### src/rtl/core/mkd_pkg.sv
// package for the morse key timing decoder: field widths, register indexes,
// channel structs and the morse character table
// no dependencies
package mkd_pkg;

  localparam int unsigned TICKS_W = 16;
  localparam int unsigned MS_W    = 13;
  localparam int unsigned CNT_W   = 3;
  localparam int unsigned SYM_W   = 5;
  localparam int unsigned CHAR_W  = 7;
  localparam int unsigned IDX_W   = 2;

  // ticks of 64 us to ms: floor(ticks * 0.064) as a multiply by 0.064 * 2^24, rounded up
  localparam int unsigned     MS_SHIFT = 24;
  localparam int unsigned     MS_MUL_W = 21;
  localparam logic [MS_MUL_W-1:0] MS_MUL = 21'd1073742;

  // largest symbol count that still fits the code tree
  localparam logic [CNT_W-1:0] MAX_SYMBOLS = 3'd5;

  localparam logic [CHAR_W-1:0] CHAR_UNKNOWN = 7'h3F;  // '?'
  localparam logic [CHAR_W-1:0] CHAR_NEWLINE = 7'h0A;

  // item kinds carried on the input tuser
  localparam logic OP_EDGE     = 1'b0;
  localparam logic OP_OVERFLOW = 1'b1;

  // configuration register indexes
  typedef enum logic [IDX_W-1:0] {
    CFG_DOT_LIMIT = 2'd0,
    CFG_GAP_LIMIT = 2'd1,
    CFG_DEBOUNCE  = 2'd2
  } mkd_cfg_idx_t;

  typedef struct packed {
    logic [MS_W-1:0] dot_limit;
    logic [MS_W-1:0] gap_limit;
    logic [MS_W-1:0] debounce;
  } mkd_cfg_t;

  // one key event after scaling to ms
  typedef struct packed {
    logic            op;
    logic [MS_W-1:0] iv;
    logic            released;
  } mkd_item_t;

  typedef struct packed {
    logic              char_valid;
    logic [CHAR_W-1:0] char_code;
    logic              dot_led;
    logic              dash_led;
  } mkd_result_t;

  // codes of length n start at 2^n - 2, first symbol is the msb of the key, dash is one
  localparam int unsigned TABLE_N = 62;
  localparam logic [CHAR_W-1:0] CODE_TABLE [TABLE_N] = '{
    // one symbol: E T
    7'h45, 7'h54,
    // two: I A N M
    7'h49, 7'h41, 7'h4E, 7'h4D,
    // three: S U R W D K G O
    7'h53, 7'h55, 7'h52, 7'h57, 7'h44, 7'h4B, 7'h47, 7'h4F,
    // four: H V F ? L ? P J B X C Y Z Q ? ?
    7'h48, 7'h56, 7'h46, 7'h3F, 7'h4C, 7'h3F, 7'h50, 7'h4A,
    7'h42, 7'h58, 7'h43, 7'h59, 7'h5A, 7'h51, 7'h3F, 7'h3F,
    // five: digits only
    7'h35, 7'h34, 7'h3F, 7'h33, 7'h3F, 7'h3F, 7'h3F, 7'h32,
    7'h3F, 7'h3F, 7'h3F, 7'h3F, 7'h3F, 7'h3F, 7'h3F, 7'h31,
    7'h36, 7'h3F, 7'h3F, 7'h3F, 7'h3F, 7'h3F, 7'h3F, 7'h3F,
    7'h37, 7'h3F, 7'h3F, 7'h3F, 7'h38, 7'h3F, 7'h39, 7'h30
  };

endpackage

### src/rtl/core/mkd_interval.sv
// timer capture to milliseconds: floor(ticks * 64 / 1000) by reciprocal multiply
// depends on mkd_pkg
module mkd_interval (
  input  logic [mkd_pkg::TICKS_W-1:0] ticks,
  output logic [mkd_pkg::MS_W-1:0]    iv
);

  logic [mkd_pkg::TICKS_W+mkd_pkg::MS_MUL_W-1:0] prod;

  // rounding error stays below the smallest distance to the next whole ms
  assign prod = {{mkd_pkg::MS_MUL_W{1'b0}}, ticks} *
                {{mkd_pkg::TICKS_W{1'b0}}, mkd_pkg::MS_MUL};
  assign iv   = prod[mkd_pkg::MS_SHIFT +: mkd_pkg::MS_W];

endmodule

### src/rtl/core/mkd_char_rom.sv
// morse sequence to ascii lookup
// depends on mkd_pkg
module mkd_char_rom (
  input  logic [mkd_pkg::CNT_W-1:0]  count,
  input  logic [mkd_pkg::SYM_W-1:0]  bits,
  output logic [mkd_pkg::CHAR_W-1:0] char_code
);

  logic [5:0] key;
  logic [5:0] base;

  // reverse the stored symbols so the first one lands in the msb
  always_comb begin
    key  = '0;
    base = '0;
    case (count)
      3'd1: begin
        key  = {5'd0, bits[0]};
        base = 6'd0;
      end
      3'd2: begin
        key  = {4'd0, bits[0], bits[1]};
        base = 6'd2;
      end
      3'd3: begin
        key  = {3'd0, bits[0], bits[1], bits[2]};
        base = 6'd6;
      end
      3'd4: begin
        key  = {2'd0, bits[0], bits[1], bits[2], bits[3]};
        base = 6'd14;
      end
      3'd5: begin
        key  = {1'd0, bits[0], bits[1], bits[2], bits[3], bits[4]};
        base = 6'd30;
      end
      default: begin
        key  = '0;
        base = '0;
      end
    endcase
  end

  // empty sequence gives a newline, overlong gives unknown
  always_comb begin
    if (count == '0) begin
      char_code = mkd_pkg::CHAR_NEWLINE;
    end else if (count > mkd_pkg::MAX_SYMBOLS) begin
      char_code = mkd_pkg::CHAR_UNKNOWN;
    end else begin
      char_code = mkd_pkg::CODE_TABLE[base + key];
    end
  end

endmodule

### src/rtl/core/mkd_engine.sv
// decoder state and per-event decisions: debounce, dot or dash, character end
// depends on mkd_pkg and mkd_char_rom
module mkd_engine (
  input  logic                clk,
  input  logic                rst_n,
  input  logic                step_en,
  input  mkd_pkg::mkd_item_t  item,
  input  mkd_pkg::mkd_cfg_t   cfg,
  output mkd_pkg::mkd_result_t result
);

  logic [mkd_pkg::MS_W-1:0]   prev_iv_r, prev_iv_nxt;
  logic                       ovf_r, ovf_nxt;
  logic [mkd_pkg::CNT_W-1:0]  cnt_r, cnt_nxt, cnt_w;
  logic [mkd_pkg::SYM_W-1:0]  bits_r, bits_nxt, bits_w;
  logic                       dot_r, dot_nxt;
  logic                       dash_r, dash_nxt;
  logic [mkd_pkg::MS_W-1:0]   diff;
  logic                       edge_ok;
  logic                       is_dash;
  logic                       emit;
  logic [mkd_pkg::CHAR_W-1:0] rom_char;

  mkd_char_rom u_rom (
    .count     (cnt_w),
    .bits      (bits_w),
    .char_code (rom_char)
  );

  // distance from the previous interval
  always_comb begin
    if (item.iv > prev_iv_r) begin
      diff = item.iv - prev_iv_r;
    end else begin
      diff = prev_iv_r - item.iv;
    end
  end

  assign edge_ok = (diff > cfg.debounce) || ovf_r;
  assign is_dash = ovf_r || (item.iv >= cfg.dot_limit);

  // next state for one event
  always_comb begin
    prev_iv_nxt = prev_iv_r;
    ovf_nxt     = ovf_r;
    cnt_w       = cnt_r;
    bits_w      = bits_r;
    dot_nxt     = dot_r;
    dash_nxt    = dash_r;
    emit        = 1'b0;
    if (item.op == mkd_pkg::OP_OVERFLOW) begin
      ovf_nxt = 1'b1;
      emit    = item.released && (cnt_r != '0);
    end else begin
      if (edge_ok) begin
        if (item.released) begin
          // release closes a symbol
          dot_nxt  = !is_dash;
          dash_nxt = is_dash;
          if (cnt_r < mkd_pkg::MAX_SYMBOLS) begin
            bits_w[cnt_r] = is_dash;
          end
          cnt_w = cnt_r + 3'd1;
          emit  = (cnt_w >= mkd_pkg::MAX_SYMBOLS);
        end else begin
          // press after a long gap ends the character
          dot_nxt  = 1'b0;
          dash_nxt = 1'b0;
          emit     = (ovf_r && (cnt_r != '0)) || (item.iv > cfg.gap_limit);
        end
        ovf_nxt = 1'b0;
      end
      prev_iv_nxt = item.iv;
    end
  end

  assign cnt_nxt  = emit ? '0 : cnt_w;
  assign bits_nxt = emit ? '0 : bits_w;

  assign result.char_valid = emit;
  assign result.char_code  = emit ? rom_char : '0;
  assign result.dot_led    = dot_nxt;
  assign result.dash_led   = dash_nxt;

  // state registers
  always_ff @(posedge clk) begin
    if (!rst_n) begin
      prev_iv_r <= '0;
      ovf_r     <= 1'b0;
      cnt_r     <= '0;
      bits_r    <= '0;
      dot_r     <= 1'b0;
      dash_r    <= 1'b0;
    end else if (step_en) begin
      prev_iv_r <= prev_iv_nxt;
      ovf_r     <= ovf_nxt;
      cnt_r     <= cnt_nxt;
      bits_r    <= bits_nxt;
      dot_r     <= dot_nxt;
      dash_r    <= dash_nxt;
    end
  end

endmodule

### src/rtl/core/morse_key_timing_decoder.sv
// top level of the morse key timing decoder: stream ports, input and result registers
// depends on mkd_pkg, mkd_interval, mkd_engine
//
//  channel | direction | handshake          | payload
//  in_     | sink      | in_tvalid/tready   | tuser op, tdata key event
//  out_    | source    | out_tvalid/tready  | tuser char_valid, tdata char and lamps
//  cfg_    | sink      | cfg_valid/ready    | cfg_index, cfg_data (always ready)
//
// one event per cycle while the result is not stalled; an event passes the input register and then the result register
// the ms scaling multiply sits before the input register, the decision and table
// lookup between the input register and the result register
// a stalled result holds the pipe; the input register still fills while the
// result waits, so one extra request is taken before in_tready drops
// reset clears all control and decoder state and loads the register defaults
module morse_key_timing_decoder (
  input  logic        clk,
  input  logic        rst_n,
  input  logic        in_tvalid,
  output logic        in_tready,
  input  logic        in_tuser,   // [0] op
  input  logic [23:0] in_tdata,   // [15:0] capture_ticks, [16] key_released, rest zero
  output logic        out_tvalid,
  input  logic        out_tready,
  output logic        out_tuser,  // [0] char_valid
  output logic [15:0] out_tdata,  // [6:0] char_code, [7] dot_led, [8] dash_led, rest zero
  input  logic        cfg_valid,
  output logic        cfg_ready,
  input  logic [1:0]  cfg_index,
  input  logic [12:0] cfg_data
);

  logic                     in_vld_r;
  mkd_pkg::mkd_item_t       item_r;
  logic [mkd_pkg::MS_W-1:0] iv;
  mkd_pkg::mkd_cfg_t        cfg_r;
  mkd_pkg::mkd_result_t     result;
  mkd_pkg::mkd_result_t     res_r;
  logic                     out_vld_r;
  logic                     advance;
  logic                     fire;
  logic                     in_take;

  mkd_interval u_interval (
    .ticks (in_tdata[mkd_pkg::TICKS_W-1:0]),
    .iv    (iv)
  );

  mkd_engine u_engine (
    .clk     (clk),
    .rst_n   (rst_n),
    .step_en (fire),
    .item    (item_r),
    .cfg     (cfg_r),
    .result  (result)
  );

  // pipe control
  assign advance   = !out_vld_r || out_tready;
  assign fire      = in_vld_r && advance;
  assign in_tready = !in_vld_r || advance;
  assign in_take   = in_tvalid && in_tready;

  // input register
  always_ff @(posedge clk) begin
    if (!rst_n) begin
      in_vld_r <= 1'b0;
    end else if (in_take) begin
      in_vld_r <= 1'b1;
    end else if (fire) begin
      in_vld_r <= 1'b0;
    end
  end

  always_ff @(posedge clk) begin
    if (in_take) begin
      item_r.op       <= in_tuser;
      item_r.iv       <= iv;
      item_r.released <= in_tdata[mkd_pkg::TICKS_W];
    end
  end

  // result register
  always_ff @(posedge clk) begin
    if (!rst_n) begin
      out_vld_r <= 1'b0;
    end else if (fire) begin
      out_vld_r <= 1'b1;
    end else if (out_tready) begin
      out_vld_r <= 1'b0;
    end
  end

  always_ff @(posedge clk) begin
    if (fire) begin
      res_r <= result;
    end
  end

  assign out_tvalid = out_vld_r;
  assign out_tuser  = res_r.char_valid;
  assign out_tdata  = {7'd0, res_r.dash_led, res_r.dot_led, res_r.char_code};

  // configuration registers
  assign cfg_ready = 1'b1;

  always_ff @(posedge clk) begin
    if (!rst_n) begin
      cfg_r.dot_limit <= 13'd400;
      cfg_r.gap_limit <= 13'd400;
      cfg_r.debounce  <= 13'd5;
    end else if (cfg_valid) begin
      unique case (cfg_index)
        mkd_pkg::CFG_DOT_LIMIT: cfg_r.dot_limit <= cfg_data;
        mkd_pkg::CFG_GAP_LIMIT: cfg_r.gap_limit <= cfg_data;
        mkd_pkg::CFG_DEBOUNCE:  cfg_r.debounce  <= cfg_data;
        default: ;
      endcase
    end
  end

endmodule

### config.mk
export PLATFORM = sky130hd
export DESIGN_NAME = morse_key_timing_decoder
export DESIGN_NICKNAME = d
export VERILOG_FILES = /design/src/rtl/core/mkd_pkg.sv /design/src/rtl/core/mkd_interval.sv /design/src/rtl/core/mkd_char_rom.sv /design/src/rtl/core/mkd_engine.sv /design/src/rtl/core/morse_key_timing_decoder.sv
export SDC_FILE = /design/constraint.sdc
export NUM_CORES = 1
export LEC_CHECK = 0
export ABC_CLOCK_PERIOD_IN_PS = 8150
export BUFFER_PORTS_ARGS = -buffer_cell sky130_fd_sc_hd__clkbuf_2
export CAP_MARGIN = 20
export CORE_AREA = 2 2 153 155
export CTS_BUF_LIST = sky130_fd_sc_hd__clkbuf_4
export DETAILED_ROUTE_END_ITERATION = 16
export DIE_AREA = 0 0 155 157
export PLACE_DENSITY = 0.72
export SYNTH_ARGS = -nofsm -noshare
export SYNTH_HDL_FRONTEND = slang
export SYNTH_HIERARCHICAL = 1
export SYNTH_SLANG_ARGS = --single-unit
### constraint.sdc
create_clock -name clk -period 8.15 [get_ports clk]
set_input_delay 1.63 -clock clk [delete_from_list [all_inputs] [get_ports clk]]
set_output_delay 1.63 -clock clk [all_outputs]
set_load 0.01 [all_outputs]
==> impl_metrics.py <==
metrics = {
    "place": {
        "dpl.cell_count": 1579,
        "placed_cell_area_mm2": 0.0117,
        "hpwl_um": 20700,
        "port_buffers": 49,
        "gp_congestion": 0.934,
    },
    "cells_and_area": {
        "fin_cells": 1596,
        "final_cell_mix": "218 x ha_1, 213 x inv_1, 128 x nand2_1, 82 x a21oi_1, 65 x dfxtp_1",
        "nets": 1632,
        "num-fill-cells": 2033,
        "final_common_cell": "ha_1",
        "final_area_mm2": 0.0119,
        "drive_above_1_share_pct": 10.3,
        "synthToLayoutAreaGrowth_pct": 6.37,
    },
    "route": {
        "ant_nets": 0,
        "via_per_inst": 5.53,
        "first_pass_iters": 5,
        "wl_per_cell_um": 15.6,
        "vias": 8826,
        "drc": 0,
        "drt-initial-drc-count": 474,
        "drt-total-wl_um": 24900,
    },
    "pwr": {
        "power.total_mw": 2.82,
        "leakage_nw": 5.83,
        "p_clk_share_pct": 10.2,
        "vdd_ir_drop_max_mv": 0.200,
        "power_density_mw_per_mm2": 238,
        "swShare_pct": 47.4,
        "p_comb_share_pct": 70.0,
        "switchingPower_mw": 1.34,
        "intPower_mw": 1.48,
        "power_frac_seq_pct": 19.8,
    },
    "timing": {
        "clock.fmax_mhz": 131,
        "slew_headroom_pct": 31.1,
        "timing_hold_violations_final": 0,
        "worstMarginPinSlew_ns": 1.03,
        "setup_viol": 0,
        "fin_setup_tns_ns": 0,
        "skew_ns": 0.0148,
        "finalMaxSlewViolations": 0,
        "rsz0062_at_grt": "no",
        "final.period_utilization_pct": 93.9,
        "period_needed_ns": 7.65,
    },
    "clocking": {
        "post_cts_resized": 0,
        "clk-insertion-delay-late_ns": 0.45,
        "cts_max_path_buffers": 2,
        "clk_pin_slew_ns": 0.15,
        "post_cts_buffers": 0,
        "htreeDepth": 3,
        "cts_root_buffer": "clkbuf_4",
        "numCtsBuffers": 9,
        "clock_sinks": 90,
        "cts_tree": "done",
        "holdBufCountCts": 0,
    },
    "die": {
        "start_util_pct": 49.6,
        "die_x_um": 155,
        "design.die.area_mm2": 0.0243,
        "floorplan.rows": 55,
        "dieHeight_um": 157,
        "core_area_mm2": 0.0225,
        "io_pins": 65,
    },
    "global_route": {
        "grt.met1_usage_pct": 27.0,
        "grt_first_pass_wirelength_um": 41500,
        "grt_start_max_net_pins": 66,
        "grt_util_met3_pct": 1.51,
        "busiest_layer": "met2",
        "overflow": 0,
        "antenna_found_initial": 1,
        "grt_pass1_vias": 8633,
        "track_usage_pct": 20.9,
        "grt_use_met2_pct": 37.5,
    },
    "critical_path": {
        "critPathMaxStageDelay_ns": 0.60,
        "worstSetupPathType": "reg -> reg",
        "critPathRequiredTime_ns": 8.38,
        "path_delay_family": "compound AO/OA/AOI/OAI gates",
        "setup.worst_path.end_class": "register",
        "start_kind": "register",
        "cp_slowest_cell": "nor4_1",
        "arrival_ns": 7.88,
        "cp.buffers_inverters": 2,
        "path_max_fanout": 13,
    },
    "yosys": {
        "synthArstFlopShare_pct": 0,
        "synth.distinct_cells": 97,
        "syn_inst": 1260,
        "ys_seq_area_share_pct": 18.4,
        "synth_edf_count": 25,
        "avgSynthCellArea_um2": 8.85,
        "synth_area_mm2": 0.0112,
        "synth_warnings": 6,
        "ys_ff_latch": 90,
        "synth_ff_type": "dfxtp_1",
    },
    "run_status": {
        "status": "finished, final reports clean",
    },
    "worst_hold_path": {
        "hp-class": "reg -> reg",
    },
    "job": {
        "cap_violations": 0,
    },
}
tightest hold or removal path, cell delays in order (launching register included):
cell and delay [ns]:
dfxtp_1 0.34, nand2_1 0.05, a21oi_1 0.05
cells in the mapped netlist (all sizes together), types with 7 or more instances:
library cell	number	area [µm²]
xor2	9	93.8
and2	11	72.6
edfxtp	25	751
mux2i	44	440
a21o	20	150
dfxtp	65	1300
nor3	13	65.1
nand4	15	100
mux2	14	161
o21ai	44	220
nand3	14	82.6
o21a	11	82.6
nor2b	20	128
nand2	128	480
a211oi	13	115
clkbuf	17	65.1
buf	33	234
o21bai	7	52.6
xnor2	19	174
ha	218	2730
a31oi	7	43.8
a21oi	83	419
nor2	40	150
o211ai	11	87.6
fa	64	1280
inv	214	806
power groups by stage:
| stage | Combinational, mW | Clock, mW | Sequential (mW) |
|---|---|---|---|
| 2_1_floorplan | 1.48 | 0 | 0.562 |
| 3_3_place_gp | 1.91 | 0 | 0.568 |
| 3_5_place_dp | 1.95 | 0 | 0.568 |
| 4_1_cts | 1.97 | 0.294 | 0.557 |
| 5_1_grt | 2.23 | 0.310 | 0.563 |
| 6_report | 1.97 | 0.288 | 0.557 |
sequential cells by signal (all words and copies together) (netlist names):
name and cells:
in_vld_r 1, u_engine/dash_r 1, item_r 15, u_engine/dot_r 1, out_tuser 1, u_engine/cnt_r 3
u_engine/ovf_r 1, out_tdata 9, out_tvalid 1, u_engine/prev_iv_r 13, u_engine/bits_r 5, cfg_r 39
path summary, 6_finish.rpt:
check,start,end,slack (ns),depth (start not counted)
setup / recovery,item_r[2]$_DFFE_PP_,out_tdata[3]$_DFFE_PP_,0.50,27
hold / removal,u_engine/dot_r$_SDFFE_PN0P_,u_engine/dot_r$_SDFFE_PN0P_,0.47,2
hold reg to reg,u_engine/dot_r$_SDFFE_PN0P_,u_engine/dot_r$_SDFFE_PN0P_,0.47,2
setup reg to reg,item_r[2]$_DFFE_PP_,out_tdata[3]$_DFFE_PP_,0.50,27
metal layers:
layer / vias up / wire (µm)
met5: - / 0
met4: 0 / 605
met3: 34 / 718
met2: 191 / 12300
met1: 4208 / 11200
li1: 4393 / -
per-stage QoR:
step	setup WS [ns]	hold slack [ns]	util (%)
2_1_floorplan	1.24	0.434	-
3_3_place_gp	0.596	0.442	52.0
3_5_place_dp	0.624	0.454	52.0
4_1_cts	0.599	0.468	52.7
5_1_grt	0.0718	0.488	52.7
6_report	0.501	0.469	52.7
cell families (layout without fill, tap and decap cells):
group                      after synthesis  count (layout)  share of synthesized area [%]
AOI/OAI and AO/OA                      251             251                           15.1
xor gates and xnor gates                28              28                           2.40
adders and majority gates              282             282                           35.9
buffers and inverters                  266             310                           9.97
DFF                                     90              90                           18.4
muxes                                   58              58                           5.40
other                                    2               9                         0.0673
and+or+nand+nor                        283             283                           12.7
layout make-up:
cell class | count | area (µm²) | area share (%)
antenna | 1 | 2.50 | 0.0211
clock buffer | 11 | 82.6 | 0.696
sequential | 90 | 2050 | 17.3
multi-input combinational | 910 | 8010 | 67.5
timing repair buffer | 78 | 463 | 3.90
clock inverter | 5 | 80.1 | 0.675
tap | 285 | 357 | 3.01
inverter | 216 | 813 | 6.86
(Power assumes the default switching activity.)
